<file path="src/rtl/dnsa_pkg.sv">
// Shared types and constants for the DNS response A-record parser.
`default_nettype none

package dnsa_pkg;

    // Parse phases
    typedef enum logic [3:0] {
        PH_HDR    = 4'd0,
        PH_QLEN   = 4'd1,
        PH_QLABEL = 4'd2,
        PH_QFIX   = 4'd3,
        PH_ANAME  = 4'd4,
        PH_APTR   = 4'd5,
        PH_ALABEL = 4'd6,
        PH_ALEN   = 4'd7,
        PH_AFIX   = 4'd8,
        PH_ASKIP  = 4'd9,
        PH_ADDR   = 4'd10,
        PH_IGNORE = 4'd11
    } phase_t;

    localparam logic [15:0] ID_RESET     = 16'h1234;
    localparam logic [7:0]  PTR_MASK     = 8'hC0;
    localparam logic [15:0] TYPE_A       = 16'd1;
    localparam logic [15:0] ADDR_LEN     = 16'd4;
    localparam logic [15:0] QFIX_LEN     = 16'd4;

    // Byte positions inside the header and the fixed answer fields
    localparam logic [3:0]  HDR_ID_END   = 4'd2;
    localparam logic [3:0]  HDR_QD_HI    = 4'd4;
    localparam logic [3:0]  HDR_QD_LO    = 4'd5;
    localparam logic [3:0]  HDR_AN_HI    = 4'd6;
    localparam logic [3:0]  HDR_AN_LO    = 4'd7;
    localparam logic [3:0]  HDR_LAST     = 4'd11;
    localparam logic [3:0]  AFIX_TYPE_END = 4'd2;
    localparam logic [3:0]  AFIX_LEN_HI  = 4'd8;
    localparam logic [3:0]  AFIX_LAST    = 4'd9;

    // One input beat
    typedef struct packed {
        logic       last;
        logic [7:0] payload_byte;
    } beat_t;

    // One result item
    typedef struct packed {
        logic        found;
        logic [31:0] address;
    } result_t;

endpackage

`default_nettype wire

</file>
<file path="src/rtl/dnsa_in_reg.sv">
// Input register stage: holds one payload beat until the parser takes it.
`default_nettype none

module dnsa_in_reg (
    input  wire logic          clk,
    input  wire logic          rst_n,
    input  wire logic          in_valid,
    output logic               in_ready,
    input  wire dnsa_pkg::beat_t in_beat,
    output logic               out_valid,
    input  wire logic          out_take,
    output dnsa_pkg::beat_t    out_beat
);

    logic            valid_reg;
    dnsa_pkg::beat_t beat_reg;

    // Free when empty or when the held beat leaves this cycle
    assign in_ready  = !valid_reg || out_take;
    assign out_valid = valid_reg;
    assign out_beat  = beat_reg;

    // Valid flag
    always_ff @(posedge clk or negedge rst_n)
    begin
        if (!rst_n)
        begin
            valid_reg <= 1'b0;
        end
        else if (in_ready)
        begin
            valid_reg <= in_valid;
        end
    end

    // Beat payload
    always_ff @(posedge clk)
    begin
        if (in_ready && in_valid)
        begin
            beat_reg <= in_beat;
        end
    end

endmodule

`default_nettype wire

</file>
<file path="src/rtl/dnsa_parser.sv">
// Byte-wise DNS response parse state and A-record capture.
`default_nettype none

module dnsa_parser #(
    parameter int LENGTH_BITS = 16
) (
    input  wire logic            clk,
    input  wire logic            rst_n,
    input  wire logic            cfg_valid,
    output logic                 cfg_ready,
    input  wire logic [15:0]     cfg_data,
    input  wire logic            in_valid,
    output logic                 in_take,
    input  wire dnsa_pkg::beat_t in_beat,
    output logic                 res_valid,
    input  wire logic            res_ready,
    output dnsa_pkg::result_t    res
);

    localparam logic [32:0] SKIP_MAX = (33'd1 << LENGTH_BITS) - 33'd1;

    logic [15:0]            expected_id_reg;
    dnsa_pkg::phase_t       phase_reg, phase_next;
    logic [3:0]             idx_reg, idx_next;
    logic [15:0]            questions_left_reg, questions_left_next;
    logic [15:0]            answers_left_reg, answers_left_next;
    logic [LENGTH_BITS-1:0] skip_left_reg, skip_left_next;
    logic [15:0]            record_type_reg, record_type_next;
    logic [15:0]            record_length_reg, record_length_next;
    logic [31:0]            address_shift_reg, address_shift_next;
    logic                   matched_reg, matched_next;
    logic [7:0]             b;
    logic [LENGTH_BITS-1:0] skip_dec;

    // Skip counter load, saturating at the counter's full scale
    function automatic logic [LENGTH_BITS-1:0] skip_load(input logic [15:0] v);
        logic [32:0] wide;
        logic [32:0] sat;
        wide = {17'd0, v};
        sat  = (wide > SKIP_MAX) ? SKIP_MAX : wide;
        return sat[LENGTH_BITS-1:0];
    endfunction

    assign b        = in_beat.payload_byte;
    assign skip_dec = skip_left_reg - {{(LENGTH_BITS-1){1'b0}}, 1'b1};

    // A last beat needs room in the result register
    assign in_take   = in_valid && (!in_beat.last || res_ready);
    assign res_valid = in_valid && in_beat.last;
    assign res.found   = matched_next;
    assign res.address = matched_next ? address_shift_next : 32'd0;

    assign cfg_ready = 1'b1;

    // Expected transaction id
    always_ff @(posedge clk or negedge rst_n)
    begin
        if (!rst_n)
        begin
            expected_id_reg <= dnsa_pkg::ID_RESET;
        end
        else if (cfg_valid)
        begin
            expected_id_reg <= cfg_data;
        end
    end

    // Next parse state for the byte at the input
    always_comb
    begin
        phase_next          = phase_reg;
        idx_next            = idx_reg;
        questions_left_next = questions_left_reg;
        answers_left_next   = answers_left_reg;
        skip_left_next      = skip_left_reg;
        record_type_next    = record_type_reg;
        record_length_next  = record_length_reg;
        address_shift_next  = address_shift_reg;
        matched_next        = matched_reg;

        unique case (phase_reg)
            dnsa_pkg::PH_HDR:
            begin
                if (idx_reg < dnsa_pkg::HDR_ID_END)
                begin
                    record_type_next = {record_type_reg[7:0], b};
                end
                else if (idx_reg == dnsa_pkg::HDR_QD_HI || idx_reg == dnsa_pkg::HDR_QD_LO)
                begin
                    questions_left_next = {questions_left_reg[7:0], b};
                end
                else if (idx_reg == dnsa_pkg::HDR_AN_HI || idx_reg == dnsa_pkg::HDR_AN_LO)
                begin
                    answers_left_next = {answers_left_reg[7:0], b};
                end
                idx_next = idx_reg + 4'd1;
                if (idx_reg == dnsa_pkg::HDR_LAST)
                begin
                    idx_next = 4'd0;
                    if (record_type_reg != expected_id_reg || answers_left_reg == 16'd0)
                    begin
                        phase_next = dnsa_pkg::PH_IGNORE;
                    end
                    else if (questions_left_reg != 16'd0)
                    begin
                        phase_next = dnsa_pkg::PH_QLEN;
                    end
                    else
                    begin
                        phase_next = dnsa_pkg::PH_ANAME;
                    end
                end
            end
            dnsa_pkg::PH_QLEN:
            begin
                if (b == 8'd0)
                begin
                    phase_next     = dnsa_pkg::PH_QFIX;
                    skip_left_next = skip_load(dnsa_pkg::QFIX_LEN);
                end
                else
                begin
                    skip_left_next = skip_load({8'd0, b});
                    phase_next     = dnsa_pkg::PH_QLABEL;
                end
            end
            dnsa_pkg::PH_QLABEL:
            begin
                skip_left_next = skip_dec;
                if (skip_dec == '0)
                begin
                    phase_next = dnsa_pkg::PH_QLEN;
                end
            end
            dnsa_pkg::PH_QFIX:
            begin
                skip_left_next = skip_dec;
                if (skip_dec == '0)
                begin
                    questions_left_next = questions_left_reg - 16'd1;
                    phase_next = (questions_left_reg == 16'd1) ? dnsa_pkg::PH_ANAME
                                                               : dnsa_pkg::PH_QLEN;
                end
            end
            dnsa_pkg::PH_ANAME:
            begin
                if ((b & dnsa_pkg::PTR_MASK) == dnsa_pkg::PTR_MASK)
                begin
                    phase_next = dnsa_pkg::PH_APTR;
                end
                else if (b == 8'd0)
                begin
                    phase_next = dnsa_pkg::PH_AFIX;
                    idx_next   = 4'd0;
                end
                else
                begin
                    skip_left_next = skip_load({8'd0, b});
                    phase_next     = dnsa_pkg::PH_ALABEL;
                end
            end
            dnsa_pkg::PH_APTR:
            begin
                phase_next = dnsa_pkg::PH_AFIX;
                idx_next   = 4'd0;
            end
            dnsa_pkg::PH_ALABEL:
            begin
                skip_left_next = skip_dec;
                if (skip_dec == '0)
                begin
                    phase_next = dnsa_pkg::PH_ALEN;
                end
            end
            dnsa_pkg::PH_ALEN:
            begin
                if (b == 8'd0)
                begin
                    phase_next = dnsa_pkg::PH_AFIX;
                    idx_next   = 4'd0;
                end
                else
                begin
                    skip_left_next = skip_load({8'd0, b});
                    phase_next     = dnsa_pkg::PH_ALABEL;
                end
            end
            dnsa_pkg::PH_AFIX:
            begin
                if (idx_reg < dnsa_pkg::AFIX_TYPE_END)
                begin
                    record_type_next = {record_type_reg[7:0], b};
                end
                else if (idx_reg >= dnsa_pkg::AFIX_LEN_HI)
                begin
                    record_length_next = {record_length_reg[7:0], b};
                end
                idx_next = idx_reg + 4'd1;
                if (idx_reg >= dnsa_pkg::AFIX_LAST)
                begin
                    idx_next = 4'd0;
                    if (record_type_reg == dnsa_pkg::TYPE_A
                        && record_length_next == dnsa_pkg::ADDR_LEN)
                    begin
                        phase_next         = dnsa_pkg::PH_ADDR;
                        address_shift_next = 32'd0;
                    end
                    else if (record_length_next == 16'd0)
                    begin
                        // Empty rdata: straight on to the next answer, or to the ignore phase after the last one
                        answers_left_next = answers_left_reg - 16'd1;
                        phase_next = (answers_left_reg == 16'd1) ? dnsa_pkg::PH_IGNORE
                                                                 : dnsa_pkg::PH_ANAME;
                    end
                    else
                    begin
                        skip_left_next = skip_load(record_length_next);
                        phase_next     = dnsa_pkg::PH_ASKIP;
                    end
                end
            end
            dnsa_pkg::PH_ASKIP:
            begin
                skip_left_next = skip_dec;
                if (skip_dec == '0)
                begin
                    answers_left_next = answers_left_reg - 16'd1;
                    phase_next = (answers_left_reg == 16'd1) ? dnsa_pkg::PH_IGNORE
                                                             : dnsa_pkg::PH_ANAME;
                end
            end
            dnsa_pkg::PH_ADDR:
            begin
                address_shift_next = {address_shift_reg[23:0], b};
                idx_next           = idx_reg + 4'd1;
                if ((idx_reg + 4'd1) >= dnsa_pkg::ADDR_LEN[3:0])
                begin
                    matched_next = 1'b1;
                    phase_next   = dnsa_pkg::PH_IGNORE;
                end
            end
            default:
            begin
                // Ignore phase: hold everything until the last beat
            end
        endcase
    end

    // Parse state; a last beat restarts at the header
    always_ff @(posedge clk or negedge rst_n)
    begin
        if (!rst_n)
        begin
            phase_reg          <= dnsa_pkg::PH_HDR;
            idx_reg            <= '0;
            questions_left_reg <= '0;
            answers_left_reg   <= '0;
            skip_left_reg      <= '0;
            record_type_reg    <= '0;
            record_length_reg  <= '0;
            address_shift_reg  <= '0;
            matched_reg        <= 1'b0;
        end
        else if (in_take)
        begin
            if (in_beat.last)
            begin
                phase_reg          <= dnsa_pkg::PH_HDR;
                idx_reg            <= '0;
                questions_left_reg <= '0;
                answers_left_reg   <= '0;
                skip_left_reg      <= '0;
                record_type_reg    <= '0;
                record_length_reg  <= '0;
                address_shift_reg  <= '0;
                matched_reg        <= 1'b0;
            end
            else
            begin
                phase_reg          <= phase_next;
                idx_reg            <= idx_next;
                questions_left_reg <= questions_left_next;
                answers_left_reg   <= answers_left_next;
                skip_left_reg      <= skip_left_next;
                record_type_reg    <= record_type_next;
                record_length_reg  <= record_length_next;
                address_shift_reg  <= address_shift_next;
                matched_reg        <= matched_next;
            end
        end
    end

`ifndef ASSERT_OFF
    // A taken last beat always leaves a fresh parser behind
    a_restart: assert property (@(posedge clk) disable iff (!rst_n)
        in_take && in_beat.last |=> phase_reg == dnsa_pkg::PH_HDR && !matched_reg)
        else $error("parser did not restart after last beat");

    // Once captured, the parser only waits for the end of the packet
    a_match_idle: assert property (@(posedge clk) disable iff (!rst_n)
        matched_reg |-> phase_reg == dnsa_pkg::PH_IGNORE)
        else $error("matched outside the ignore phase");

    // Counting phases never hold an exhausted skip counter
    a_skip_live: assert property (@(posedge clk) disable iff (!rst_n)
        (phase_reg == dnsa_pkg::PH_QLABEL || phase_reg == dnsa_pkg::PH_QFIX
         || phase_reg == dnsa_pkg::PH_ALABEL || phase_reg == dnsa_pkg::PH_ASKIP)
        |-> skip_left_reg != '0)
        else $error("skip counter empty in a skip phase");

    // Byte index stays within the header and fixed answer fields
    a_hdr_idx: assert property (@(posedge clk) disable iff (!rst_n)
        phase_reg == dnsa_pkg::PH_HDR |-> idx_reg <= dnsa_pkg::HDR_LAST)
        else $error("header byte index out of range");

    a_afix_idx: assert property (@(posedge clk) disable iff (!rst_n)
        phase_reg == dnsa_pkg::PH_AFIX |-> idx_reg <= dnsa_pkg::AFIX_LAST)
        else $error("answer field index out of range");
`endif

endmodule

`default_nettype wire

</file>
<file path="src/rtl/dnsa_out_reg.sv">
// Result register: holds one result beat until the sink takes it.
`default_nettype none

module dnsa_out_reg (
    input  wire logic              clk,
    input  wire logic              rst_n,
    input  wire logic              in_valid,
    output logic                   in_ready,
    input  wire dnsa_pkg::result_t in_res,
    output logic                   out_valid,
    input  wire logic              out_ready,
    output dnsa_pkg::result_t      out_res
);

    logic              valid_reg;
    dnsa_pkg::result_t res_reg;

    // Takes a new result when empty or while the held one leaves
    assign in_ready  = !valid_reg || out_ready;
    assign out_valid = valid_reg;
    assign out_res   = res_reg;

    // Valid flag
    always_ff @(posedge clk or negedge rst_n)
    begin
        if (!rst_n)
        begin
            valid_reg <= 1'b0;
        end
        else if (in_ready)
        begin
            valid_reg <= in_valid;
        end
    end

    // Result payload
    always_ff @(posedge clk)
    begin
        if (in_ready && in_valid)
        begin
            res_reg <= in_res;
        end
    end

endmodule

`default_nettype wire

</file>
<file path="src/rtl/dns_response_a_record_parser_top.sv">
// Top level of the DNS response A-record parser.
`default_nettype none

// Takes a DNS response one byte per beat on the slave stream, tlast on the
// final byte, and on that byte returns one result beat: tuser is found, tdata
// the first type-A address with rdlength 4 (zero when not found). Bytes are
// accepted at one per cycle, sustained; the per-byte parse update sits
// between the input and result registers, which a result passes through
// after its last byte is accepted. Input stalls only when a last byte meets
// a result still waiting in the result register. expected_id resets to 0x1234
// with no clearing pass; the user must write it through the cfg channel
// (always ready) while no packet is in flight; the block does not enforce it.

module dns_response_a_record_parser_top #(
    parameter int LENGTH_BITS = 16
) (
    input  wire logic        clk,
    input  wire logic        rst_n,
    input  wire logic        s_axis_tvalid,
    output logic             s_axis_tready,
    input  wire logic [7:0]  s_axis_tdata,   // [7:0] payload_byte
    input  wire logic        s_axis_tlast,
    output logic             m_axis_tvalid,
    input  wire logic        m_axis_tready,
    output logic [31:0]      m_axis_tdata,   // [31:0] address
    output logic             m_axis_tuser,   // [0] found
    input  wire logic        cfg_valid,
    output logic             cfg_ready,
    input  wire logic [15:0] cfg_data
);

    dnsa_pkg::beat_t   s_beat;
    dnsa_pkg::beat_t   held_beat;
    logic              held_valid;
    logic              held_take;
    logic              res_valid;
    logic              res_ready;
    dnsa_pkg::result_t res;
    dnsa_pkg::result_t m_res;

    assign s_beat.payload_byte = s_axis_tdata;
    assign s_beat.last         = s_axis_tlast;

    // Input register
    dnsa_in_reg u_in_reg (
        .clk       (clk),
        .rst_n     (rst_n),
        .in_valid  (s_axis_tvalid),
        .in_ready  (s_axis_tready),
        .in_beat   (s_beat),
        .out_valid (held_valid),
        .out_take  (held_take),
        .out_beat  (held_beat)
    );

    // Parse logic
    dnsa_parser #(
        .LENGTH_BITS (LENGTH_BITS)
    ) u_parser (
        .clk       (clk),
        .rst_n     (rst_n),
        .cfg_valid (cfg_valid),
        .cfg_ready (cfg_ready),
        .cfg_data  (cfg_data),
        .in_valid  (held_valid),
        .in_take   (held_take),
        .in_beat   (held_beat),
        .res_valid (res_valid),
        .res_ready (res_ready),
        .res       (res)
    );

    // Result register
    dnsa_out_reg u_out_reg (
        .clk       (clk),
        .rst_n     (rst_n),
        .in_valid  (res_valid),
        .in_ready  (res_ready),
        .in_res    (res),
        .out_valid (m_axis_tvalid),
        .out_ready (m_axis_tready),
        .out_res   (m_res)
    );

    assign m_axis_tdata = m_res.address;
    assign m_axis_tuser = m_res.found;

endmodule

`default_nettype wire

</file>
<file path="config.mk">
export PLATFORM = sky130hd
export DESIGN_NAME = dns_response_a_record_parser_top
export DESIGN_NICKNAME = d
export VERILOG_FILES = /design/src/rtl/dnsa_pkg.sv /design/src/rtl/dnsa_in_reg.sv /design/src/rtl/dnsa_parser.sv /design/src/rtl/dnsa_out_reg.sv /design/src/rtl/dns_response_a_record_parser_top.sv
export SDC_FILE = /design/constraint.sdc
export NUM_CORES = 1
export LEC_CHECK = 0
export BUFFER_PORTS_ARGS = -buffer_cell sky130_fd_sc_hd__buf_2
export CELL_PAD_IN_SITES_DETAIL_PLACEMENT = 1
export CELL_PAD_IN_SITES_GLOBAL_PLACEMENT = 2
export CORE_MARGIN = 2
export CORE_UTILIZATION = 35
export CTS_BUF_LIST = sky130_fd_sc_hd__clkbuf_16
export CTS_CLUSTER_SIZE = 30
export DETAILED_ROUTE_END_ITERATION = 12
export PLACE_DENSITY = 0.8
export SLEW_MARGIN = 30
export SYNTH_ARGS = -nofsm -noshare
export SYNTH_HDL_FRONTEND = slang
export SYNTH_SLANG_ARGS = --single-unit
</file>
<file path="constraint.sdc">
create_clock -name clk -period 7 [get_ports clk]
set_clock_uncertainty 0.2 [all_clocks]
set_input_delay 1.05 -clock clk [delete_from_list [all_inputs] [get_ports clk]]
set_output_delay 1.05 -clock clk [all_outputs]
set_load 0.02 [all_outputs]
</file>
==> After elaboration in Yosys (flattened, before gate mapping) <==
Index checks and enable logic that the tools add are counted.
{ "word_totals": {"ff_bits": 181, "latchBits": 0, "ram_bits": 0, "romBits": 0, "input_bits": 30, "output_inout_bits": 36, "wordCells": 158, "mem_count": 0} }
{ "classes": {"n_addsub": 4, "multipliers": 0, "div_mod_pow": 0, "n_lt_le_gt_ge": 4, "eq_ne": 36, "shift": 0, "n_mux": 61, "n_bitwise": 0, "n_reduce_logical": 37} }
{ "ops": {"columns": ["operator", "count"], "rows": [
  ["$mux W16", 26],
  ["$mux W32", 3],
  ["$pmux W16 S5", 1],
  ["$mux W4", 19],
  ["$pmux W32 S2", 1],
  ["$eq A16 B1 Y1 const B", 3],
  ["$logic_not A16 Y1", 3],
  ["$pmux W16 S3", 1],
  ["$sub A16 B1 Y16 const B", 3],
  ["$pmux W4 S11", 1],
  ["$eq A4 B3 Y1 const B", 8],
  ["$pmux W16 S2", 1],
  ["$ne A3 B2 Y1 const B", 10],
  ["$pmux W4 S6", 1],
  ["$reduce_and A9 Y1", 2],
  ["$eq A16 B3 Y1 const B", 1],
  ["$eq A4 B4 Y1 const B", 4],
  ["$ne A16 B16 Y1", 1],
  ["$reduce_bool A16 Y1", 1],
  ["$ne A3 B3 Y1 const B", 5],
  ["$reduce_bool A12 Y1", 1],
  ["$eq A4 B2 Y1 const B", 2],
  ["$ge A4 B4 Y1 const B", 2],
  ["$logic_not A8 Y1", 1],
  ["23 further kinds", 41]
]} }

==> Logic depth before layout (Yosys ltp) <==
{ "logic_depth": {"ltp_word": 10, "mapped_depth": 11} }

==> By module <==
From an unflattened synthesis, not the netlist that was laid out.
{ "unflattened": {"hier_cells": 1023, "hier_area_um2": 10093.4} }
{ "modules_own_cells": {"columns": ["module", "n_inst", "cells_each", "area_each_um2"], "rows": [
  ["dnsa_parser", 1, 973, 8724.6],
  ["dnsa_out_reg", 1, 37, 1044.8],
  ["dnsa_in_reg", 1, 13, 324.1]
]} }

==> Worst setup path after synthesis <==
No wires, ideal clock.
{ "synth_path": {"path_type": "register -> register", "startpoint": "register u_in_reg.beat_reg, in the netlist u_in_reg.out_beat[8]", "endpoint": "register u_out_reg.res_reg, in the netlist u_out_reg.out_res[0] (enable)", "setup_time_ps": 423, "arrival_time_ps": 2707, "slack_ps": 3670, "path_stages_with_launch": 6, "period_less_slack_ps": 3330, "cell_sequence": "edfxtp_1 clkbuf_1 clkbuf_1 clkbuf_1 nand2_1 nor2_1"} }
{ "synth_between": {"elab_chain_cells": 2} }
{ "synth_lines": {"columns": ["item", "line", "text"], "rows": [
  ["from (decl)", "dnsa_in_reg.sv:16", "dnsa_pkg::beat_t beat_reg;"],
  ["from (signal assigned)", "dnsa_in_reg.sv:41", "beat_reg <= in_beat;"],
  ["$logic_and A1 B1 Y1", "dnsa_parser.sv:49", "assign res_valid = in_valid && in_beat.last;"],
  ["$logic_and A1 B1 Y1", "dnsa_out_reg.sv:39", "if (in_ready && in_valid)"],
  ["to (signal assigned)", "dnsa_out_reg.sv:41", "res_reg <= in_res;"],
  ["to (decl)", "dnsa_out_reg.sv:16", "dnsa_pkg::result_t res_reg;"]
]} }
Every way passes these cells.
A chain may end at the register's enable or synchronous reset.

==> Final worst setup path <==
{ "layout_path": {"startpoint": "register u_parser.skip_left_reg[0]", "endpoint": "register u_parser.phase_reg[1]"} }
{ "layout_between": {"elab_chain_cells": 4, "word_cells_on_any_way": 7} }
{ "layout_lines": {"columns": ["item", "line", "text"], "rows": [
  ["from (decl)", "dnsa_parser.sv:27", "logic [LENGTH_BITS-1:0] skip_left_reg, skip_left_next;"],
  ["from (signal assigned)", "dnsa_parser.sv:284", "skip_left_reg <= skip_left_next;"],
  ["$sub A16 B1 Y16 *", "dnsa_parser.sv:45", "assign skip_dec = skip_left_reg - {{(LENGTH_BITS-1){1'b0}}, 1'b1};"],
  ["$logic_not A16 Y1 *", null, null],
  ["$ne A3 B2 Y1 (no line)", null, null],
  ["$reduce_and A9 Y1 (no line) *", null, null],
  ["to (signal assigned)", "dnsa_parser.sv:254", "phase_reg <= dnsa_pkg::PH_HDR;"],
  ["to (signal assigned)", "dnsa_parser.sv:268", "phase_reg <= dnsa_pkg::PH_HDR;"],
  ["to (signal assigned)", "dnsa_parser.sv:280", "phase_reg <= phase_next;"],
  ["to (decl)", "dnsa_parser.sv:23", "dnsa_pkg::phase_t phase_reg, phase_next;"]
]} }
Every way passes the cells marked *; elsewhere a longest branch is shown, timed or not.

==> impl_metrics.csv <==
group,metric,value,unit
floorplan,num_rows,60,
clock_tree,ctsResizeCount,0,
final_layout,nNetsFinal,1046,
detailed_routing,drc,0,
synth,syn_inst,980,
clock_tree,cts_hold_buf,0,
clock_tree,root_buffer,"clkbuf_16",
clock_tree,cts_tree,"done",
critical_path,r2r_setup_slack,3.21,ns
floorplan,die_h,170,µm
detailed_routing,drt_iter0_drc,802,
global_routing,grt_usage,0.209,
final_layout,largest_reg_flops,33,
final_layout,drive_gt1_frac,0.162,
run_status,status,"finished clean",
floorplan,start_util,0.358,
synth,synth_edf_count,42,
floorplan,die_x,170,µm
global_routing,grt-ovfl-total,0,
synth,netlist_area,0.00969,mm²
global_routing,grt_max_degree,71,
critical_path,crit_end,"u_parser.phase_reg[1]$_DFFE_PN0P_",
critical_path,cp_cell_sequence,"inv_1 > ha_1 > nor3b_1 > nand4_1 > xnor2_1 > or3_1 > nor4_2 > o211ai_1 > mux2_2",
clock_tree,htree_levels,4,
detailed_routing,vias,8060,
timing,finalHoldViolations,0,
place,routabilityCongestion,0.825,
synth,ys_ff_latch,181,
final_layout,insertedDiodeCount,0,
critical_path,worstSetupPathType,"reg2reg",
floorplan,core_area,0.0270,mm²
final_layout,layout_commonest_cell,"dfrtp_1",
detailed_routing,wl_per_cell,21.6,µm
synth,syn_nets,1021,
timing,setup_viol,0,
final_layout,stdcell_area,0.0109,mm²
pwr,power.leakage,4.32,nW
clock_tree,clock_latency,0.45,ns
clock_tree,path_clk_slew,0.08,ns
critical_path,worst-endpoint-required,7.13,ns
synth,syn_avg_cell_area,9.88,µm²
synth,yosysWarnings,0,
pwr,switchingPower,1.59,mW
pwr,pwr-share-seq,0.392,
final_layout,final_cell_mix,"dfrtp_1 (134), nor2_1 (86), a22o_1 (65)",
critical_path,r2r_cells,9,
timing,tightestPinTransition,0.931,ns
timing,fmax,0.264,GHz
pwr,powerDensity,348,mW/mm²
critical_path,cp-start-kind,"flop",
flow_run,maxCapViolations,0,
critical_path,reg2reg_to,"u_parser.phase_reg[1]$_DFFE_PN0P_",
critical_path,slowest_stage,"nor4_2",
synth,synthArstFlopShare,0.768,
min_path,hold_class,"reg2reg",
detailed_routing,wirelength,29400,µm
final_layout,fin_util,0.405,
timing,fin_crit_sh,0.541,
detailed_routing,vias_per_cell,5.93,
clock_tree,cts.sinks,181,
detailed_routing,firstDrtPassIters,4,
critical_path,r2r_start,"u_parser.skip_left_reg[0]$_DFFE_PN0P_",
critical_path,critPathLaunch,"u_parser.skip_left_reg[0]$_DFFE_PN0P_",
timing,fin_crit,3.79,ns
timing,maxSlewHeadroom,0.375,
synth,synth.distinct_cells,75,
synth,synth-main-ff-cell,"dfrtp_1",
place,postPlaceCellArea,0.0103,mm²
timing,fin_tns_setup,0,ns
place,numPortBuffers,64,
synth,ys_seq_area_frac,0.490,
clock_tree,postCtsSetupBuffers,0,
critical_path,critPathArrivalTime,3.92,ns
clock_tree,clockBufferDepth,2,
critical_path,crit_fanout,12,
final_layout,areaGrowthSynthToFinish,12.9,%
timing,grt_setup_unrepaired,"no",
timing,drv_slew,0,
place,place_hpwl,19300,µm
pwr,combPwrFrac,0.336,
clock_tree,cts-buffers-inserted,17,
global_routing,antenna_found_initial,0,
critical_path,worstSetupEndpointType,"flop",
critical_path,slowest_delay,0.68,ns
pwr,swShare,0.419,
floorplan,ios,66,
global_routing,grt_pass1_wl,47100,µm
global_routing,first_global_vias,8084,
pwr,power_frac_clock,0.273,
pwr,peakVddDrop,0.184,mV
pwr,power,3.80,mW
detailed_routing,ant_nets,0,
pwr,internal_power,2.21,mW
floorplan,die-area,0.0290,mm²
layout make-up:
cell class              count  area (µm²)
repair buffers             81         458
well taps                 341         427
clock inverters            15         211
inverters                  16        60.1
flip-flops and latches    181        4750
fillers                  3030       16100
clock buffers              17         425
multi-input cells         708        4610
cell usage after synthesis, types with 4 or more instances:
master	instances	area, µm²
inv_1	15	56.3
and2_1	4	25.0
dfrtp_1	134	3350
nor3b_1	5	37.5
mux2_2	21	236
dfstp_2	5	131
o22ai_1	20	125
edfxtp_1	42	1260
xnor2_1	22	193
nor2b_1	7	43.8
a21oi_1	47	235
clkbuf_1	62	233
nor3_1	38	190
nor2_1	87	327
o31ai_1	8	60.1
o41ai_1	4	35.0
mux2i_1	17	170
o211ai_1	9	67.6
or3_1	13	81.3
nand2b_1	9	56.3
and3_1	7	43.8
nand3_1	15	75.1
or4_1	7	52.6
ha_1	11	138
nand2_1	63	236
o21ai_0	59	295
a31oi_1	10	62.6
a22o_1	65	569
a21o_1	8	60.1
buf_2	8	40.0
a21boi_0	4	30.0
nor4_1	20	125
o21ai_1	21	105
or2_2	4	25.0
nand4_1	12	75.1
a22oi_1	38	285
power by group through the flow:
stage | clock (mW) | sequential, mW | combinational, mW
floorplan | 0 | 1.36 | 1.01
global placement | 0 | 1.50 | 1.25
detailed placement | 0 | 1.50 | 1.27
CTS | 1.06 | 1.48 | 1.28
global route | 1.10 | 1.52 | 1.42
finish | 1.04 | 1.49 | 1.28
stage by stage:
step                hold slack, ns  cells  setup WS [ns]
global route                 0.317   1359           2.93
CTS                          0.313   1359           3.19
floorplan                    0.267    980           3.67
global placement             0.286   1327           3.20
detailed placement           0.286   1327           3.21
finish                       0.310   1359           3.21
layer usage:
metal / GRT usage / wire, µm / vias up
met5: 0 / 0 / -
met4: 0.0487 / 325 / 0
met3: 0.0316 / 1070 / 21
met2: 0.337 / 14100 / 158
met1: 0.296 / 13900 / 4152
li1: - / - / 3729
worst min-delay path by stage:
stage	from	endpoint	slack [ns]	cells after the start
detailed placement	u_parser.address_shift_reg[27]$_DFFE_PN0P_	u_parser.address_shift_reg[27]$_DFFE_PN0P_	0.29	1
finish	u_parser.address_shift_reg[24]$_DFFE_PN0P_	u_parser.address_shift_reg[24]$_DFFE_PN0P_	0.31	1
floorplan	u_parser.address_shift_reg[24]$_DFFE_PN0P_	u_parser.address_shift_reg[24]$_DFFE_PN0P_	0.27	1
global route	u_parser.address_shift_reg[26]$_DFFE_PN0P_	u_parser.address_shift_reg[26]$_DFFE_PN0P_	0.32	1
global placement	u_parser.address_shift_reg[30]$_DFFE_PN0P_	u_parser.address_shift_reg[30]$_DFFE_PN0P_	0.29	1
CTS	u_parser.address_shift_reg[26]$_DFFE_PN0P_	u_parser.address_shift_reg[26]$_DFFE_PN0P_	0.31	1
critical path: cells and delay by family, from the launching register on:
| family | cells | cell delay (ns) |
|---|---|---|
| DFF | 1 | 0.52 |
| AOI/OAI and AO/OA | 1 | 0.34 |
| and+or+nand+nor | 4 | 1.61 |
| muxes | 1 | 0.36 |
| buffers and inverters | 1 | 0.14 |
| xor gates and xnor gates | 1 | 0.20 |
| adders and majority gates | 1 | 0.31 |
cells by family after synthesis:
group | after synthesis | synth area share
AOI/OAI and AO/OA | 323 | 0.229
xor gates and xnor gates | 24 | 0.0217
adders and majority gates | 11 | 0.0142
buffers and inverters | 91 | 0.0390
DFF | 181 | 0.490
muxes | 39 | 0.0431
other | 1 | 0.000387
and+or+nand+nor | 310 | 0.162
Note: power is estimated with default switching activity, not from simulation.
